`config.mk`:
```
export PLATFORM = sky130hd
export DESIGN_NAME = dsf_queue
export DESIGN_NICKNAME = d
export VERILOG_FILES = /design/src/design/dsf_pkg.sv /design/src/design/dsf_queue.sv
export SDC_FILE = /design/constraint.sdc
export NUM_CORES = 1
export LEC_CHECK = 0
export ABC_AREA = 0
export BUFFER_PORTS_ARGS = -buffer_cell sky130_fd_sc_hd__buf_2
export CAP_MARGIN = 30
export CORE_ASPECT_RATIO = 0.7
export CORE_MARGIN = 4
export CORE_UTILIZATION = 45
export CTS_CLUSTER_SIZE = 25
export DETAILED_ROUTE_END_ITERATION = 12
export MAX_ROUTING_LAYER = met4
export PLACE_DENSITY = 0.67
export SYNTH_ARGS = -nofsm -noshare
export SYNTH_HDL_FRONTEND = slang
export SYNTH_SLANG_ARGS = --single-unit
```
`constraint.sdc`:
```
create_clock -name i_clk -period 9 [get_ports i_clk]
set_input_delay 0.9 -clock i_clk [delete_from_list [all_inputs] [get_ports i_clk]]
set_output_delay 0.9 -clock i_clk [all_outputs]
set_load 0.02 [all_outputs]
```
`src/design/dsf_pkg.sv`:
```
`timescale 1ns / 1ps
package dsf_pkg;

    localparam int CRDW  = 32;
    localparam int DIFW  = 33;
    localparam int SQW   = 68;
    localparam int LW    = 34;
    localparam int MW    = 67;
    localparam int NW    = 100;
    localparam int QW    = 48;
    localparam int FW    = 48;
    localparam int QDEPTH = 4;
    localparam int QAW   = 2;

    localparam logic [1:0] CFG_KS   = 2'd0;
    localparam logic [1:0] CFG_KD   = 2'd1;
    localparam logic [1:0] CFG_REST = 2'd2;

    typedef struct packed {
        logic [2:0][NW-1:0] num;
        logic [2:0]         pos;
        logic [LW-1:0]      len;
        logic               stretched;
    } t_job;

endpackage

```
`src/design/dsf_queue.sv`:
```
`timescale 1ns / 1ps
module dsf_queue import dsf_pkg::*; (
    input  logic i_clk,
    input  logic i_rst_n,
    input  logic i_push,
    input  t_job i_job,
    input  logic i_pop,
    output logic o_full,
    output logic o_empty,
    output t_job o_job
);

    t_job           r_mem [QDEPTH];
    logic [QAW-1:0] r_wp, r_rp;
    logic [QAW:0]   r_cnt;

    assign o_full  = r_cnt == (QAW+1)'(QDEPTH);
    assign o_empty = r_cnt == '0;
    assign o_job   = r_mem[r_rp];

    always_ff @(posedge i_clk) begin
        if (i_push) begin
            r_mem[r_wp] <= i_job;
        end
    end

    always_ff @(posedge i_clk) begin
        if (!i_rst_n) begin
            r_wp  <= '0;
            r_rp  <= '0;
            r_cnt <= '0;
        end else begin
            if (i_push) r_wp <= r_wp + QAW'(1);
            if (i_pop)  r_rp <= r_rp + QAW'(1);
            r_cnt <= r_cnt + (QAW+1)'(i_push) - (QAW+1)'(i_pop);
        end
    end

    a_no_overflow: assert property (@(posedge i_clk) disable iff (!i_rst_n)
        i_push |-> !o_full || i_pop)
        else $error("queue push while full");

    a_no_underflow: assert property (@(posedge i_clk) disable iff (!i_rst_n)
        i_pop |-> !o_empty)
        else $error("queue pop while empty");

endmodule

```
==> key figures <==
Power
  – Leak Pwr: 19.47 nW
  – Max IR drop VDD: ~0.18 mV
  – PwrDens: ~240 nW/µm²

Final layout
  – Layout cells sized above 1: 46.44%
  – # nets final: roughly 2,900
  – Final Instance Area: 58,740 µm²
  – Area Overhead vs Synth: 18.51%

Logic synthesis
  – Synthesized cell area: 49,560 µm²
  – Cell taking the most area after synthesis: edfxtp_1
  – Post-Syn Area per Cell: 27.40 µm²
  – Largest cells by area after synthesis: edfxtp_1, mux4_2, buf_12
  – Register bit total from synthesis: 1,361
  – Synth Instances: 1,809
  – Register area share after synthesis: 82.28%
  – Yosys top cell area share: 81.91%
  – Synth warnings: 0
  – Synth cell types: 22
  – Mapped Nets: between 2,000 and 2,500

Die
  – Die span in y: approximately 290 µm
  – Placeable Area: 108,900 µm²
  – Initial Utilization: 45.50%
  – Die Wd: approximately 400 µm
  – I/O pin cnt: 682
  – Die area: 115,600 µm²
  – Row count: 101

Worst setup path
  – WP data required: 8.10 ns
  – Worst-path fanout max: 89
  – Arrival @ worst endpoint: 3.74 ns
  – CP endpoint kind: primary output
  – Critical Path Start Type: flop
  – CP Class: reg -> out

STA
  – Worst slew pin tran: 1.140 ns
  – Final Setup Violations: 0
  – Final setup margin: 4.365 ns
  – Clock skew: roughly 0.022 ns
  – Worst slew margin: 24.00%
  – Total Neg Setup Slack: 0 ns
  – Crit share post-route: 51.50%
  – Fmax: around 0.22 GHz
  – Hold Violations, Final: 0
  – Slew Viols, Final: 0
  – RSZ-0062 raised after global routing: false
  – Final Critical Period: 4.635 ns

Outcome
  – Outcome: completed

Detailed routing
  – Detailed Route WL: approximately 110,000 µm
  – Drt drc: 0
  – 1st-pass router iterations: 5
  – Final ANT Viol Nets: 0
  – Total number of vias: roughly 22,000
  – Vias per Instance: 5.360
  – Drt wl/cell: 25.63 µm
  – DRT iter0 DRCs: 1,668

GRT
  – First-pass GRT wire length: 157,300 µm
  – Largest net degree at the start of global routing: roughly 160
  – Initial antenna violation count: 35
  – Congestion Overflow GR: 0
  – Vias in the first global route: about 24,000
  – GRT Util Overall: 18.91%

Place
  – RD Place Congestion: 0.8065
  – Hpwl dp: 66,980 µm
  – Placed instance area: 54,320 µm²
  – DP Worst Slack: 4.887 ns
  – Port bufs: 681

Clocking
  – Clock transition at path regs: 0.07 ns
  – Max Root-Sink Buffers: 3
  – Post-cts sizing count: 0
  – CTS tree: yes
  – Clock root buffer master: clkbuf_16
  – CTS H-tree lvls: 4
  – Post-CTS Setup Repair Bufs: 0
  – Post-CTS Hold Buffers: 0
  – Clk_lat worst skew: approximately 0.74 ns
  – Number of CTS-inserted buffers: 132
  – # clock sinks: 1,361

Hold path
  – Hold crit path type: in -> reg

Flow run
  – Max-cap violations: 0
[report_power, final]
part           total [mW]  switching, mW  internal [mW]
Clock                5.31           2.33           2.98
Combinational        1.50          0.922          0.580
Sequential           7.37         0.0732           7.29
[cells by family (layout without fill, tap and decap cells)]
kind of cell             after synthesis  after routing  synth area share (%)
multiplexers                         339            339                 15.38
buffers and inverters                 83            957                 1.888
AO/OA/AOI/OAI                          2              2               0.03028
flip-flops                          1361           1361                 82.28
AND/OR/NAND/NOR                       14             14                0.1515
adder cells (fa/ha/maj)                7              7                0.1919
XOR/XNOR                               3              3               0.08331
other                                  0             35                     0
[synthesized netlist by cell type]
| cell | number |
|---|---|
| a21oi_1 | 1 |
| xnor2_1 | 2 |
| and3_1 | 1 |
| ha_1 | 6 |
| mux2i_1 | 1 |
| and2_1 | 6 |
| buf_2 | 34 |
| xor3_1 | 1 |
| clkbuf_1 | 4 |
| mux4_2 | 338 |
| nor3_1 | 1 |
| buf_12 | 33 |
| nor2_1 | 5 |
| buf_8 | 3 |
| edfxtp_1 | 1352 |
| nand3b_1 | 1 |
| fa_1 | 1 |
| inv_1 | 7 |
| dfxtp_1 | 9 |
| buf_6 | 1 |
| buf_4 | 1 |
| a21bo_2 | 1 |
[layout by cell type, fill, tap and decap left out, drive strengths merged]
cell / instances
xor3: 1
edfxtp: 1352
buf: 715
xnor2: 2
clkinvlp: 7
fa: 1
ha: 6
clkinv: 56
a21oi: 1
diode: 35
clkbuf: 157
inv: 15
mux2i: 1
nor3: 1
nor2: 5
a21bo: 1
and2: 6
and3: 1
mux4: 338
dfxtp: 9
bufinv: 7
nand3b: 1
[metrics by stage]
step	hold WS, ns	util [%]	power [mW]	std cells
final	0.3797	53.92	14.18	4160
after global routing	0.3111	53.91	14.73	4155
after CTS	0.2928	53.71	14.36	4120
after detailed placement	0.5302	49.86	9.025	3885
after global placement	0.5023	49.69	8.969	3878
after floorplan	0.4993	-	8.498	1809
[routing by layer]
metal | up-vias | part of all wire (%) | global-route usage [%] | wire length [µm]
met2 | 687 | 53 | 31.27 | 56100
met3 | 195 | 6.7 | 5.111 | 7126
met5 | - | 0 | - | 0
li1 | 9503 | - | - | -
met1 | 11914 | 38 | 22.46 | 40170
met4 | 0 | 3.0 | 6.952 | 3221
[critical path, stage by stage (launching register included)]
cell     delay, ns
dfxtp_4       0.78
buf_12        0.55
buf_4         0.75
mux4_2        0.63
buf_2         0.19
[registers in the layout (all words and copies together) (netlist names), named ones only]
name   flops
r_rp       2
r_mem   1352
r_wp       2
r_cnt      3
[cell type report]
| class | count | area (µm²) |
|---|---|---|
| Fill cell | 8167 | 50200 |
| Sequential cell | 1361 | 40790 |
| Multi-Input combinational cell | 365 | 7859 |
| Timing Repair Buffer | 715 | 3979 |
| Clock buffer | 157 | 3450 |
| Tap cell | 1442 | 1804 |
| Clock inverter | 78 | 744.5 |
| Antenna cell | 35 | 87.58 |
| Inverter | 7 | 26.28 |
[worst paths after layout]
kind,start,cells past startpoint,to,slack [ns]
max,flop,4,o_job[69],4.36
min,i_job[145],1,r_mem[0][145]$_DFFE_PP_,0.38
max reg2reg,r_wp[0]$_SDFFE_PN0P_,3,r_mem[3][203]$_DFFE_PP_,6.30
min reg2reg,r_rp[0]$_SDFFE_PN0P_,2,flop,0.54
(Power assumes the default switching activity.)
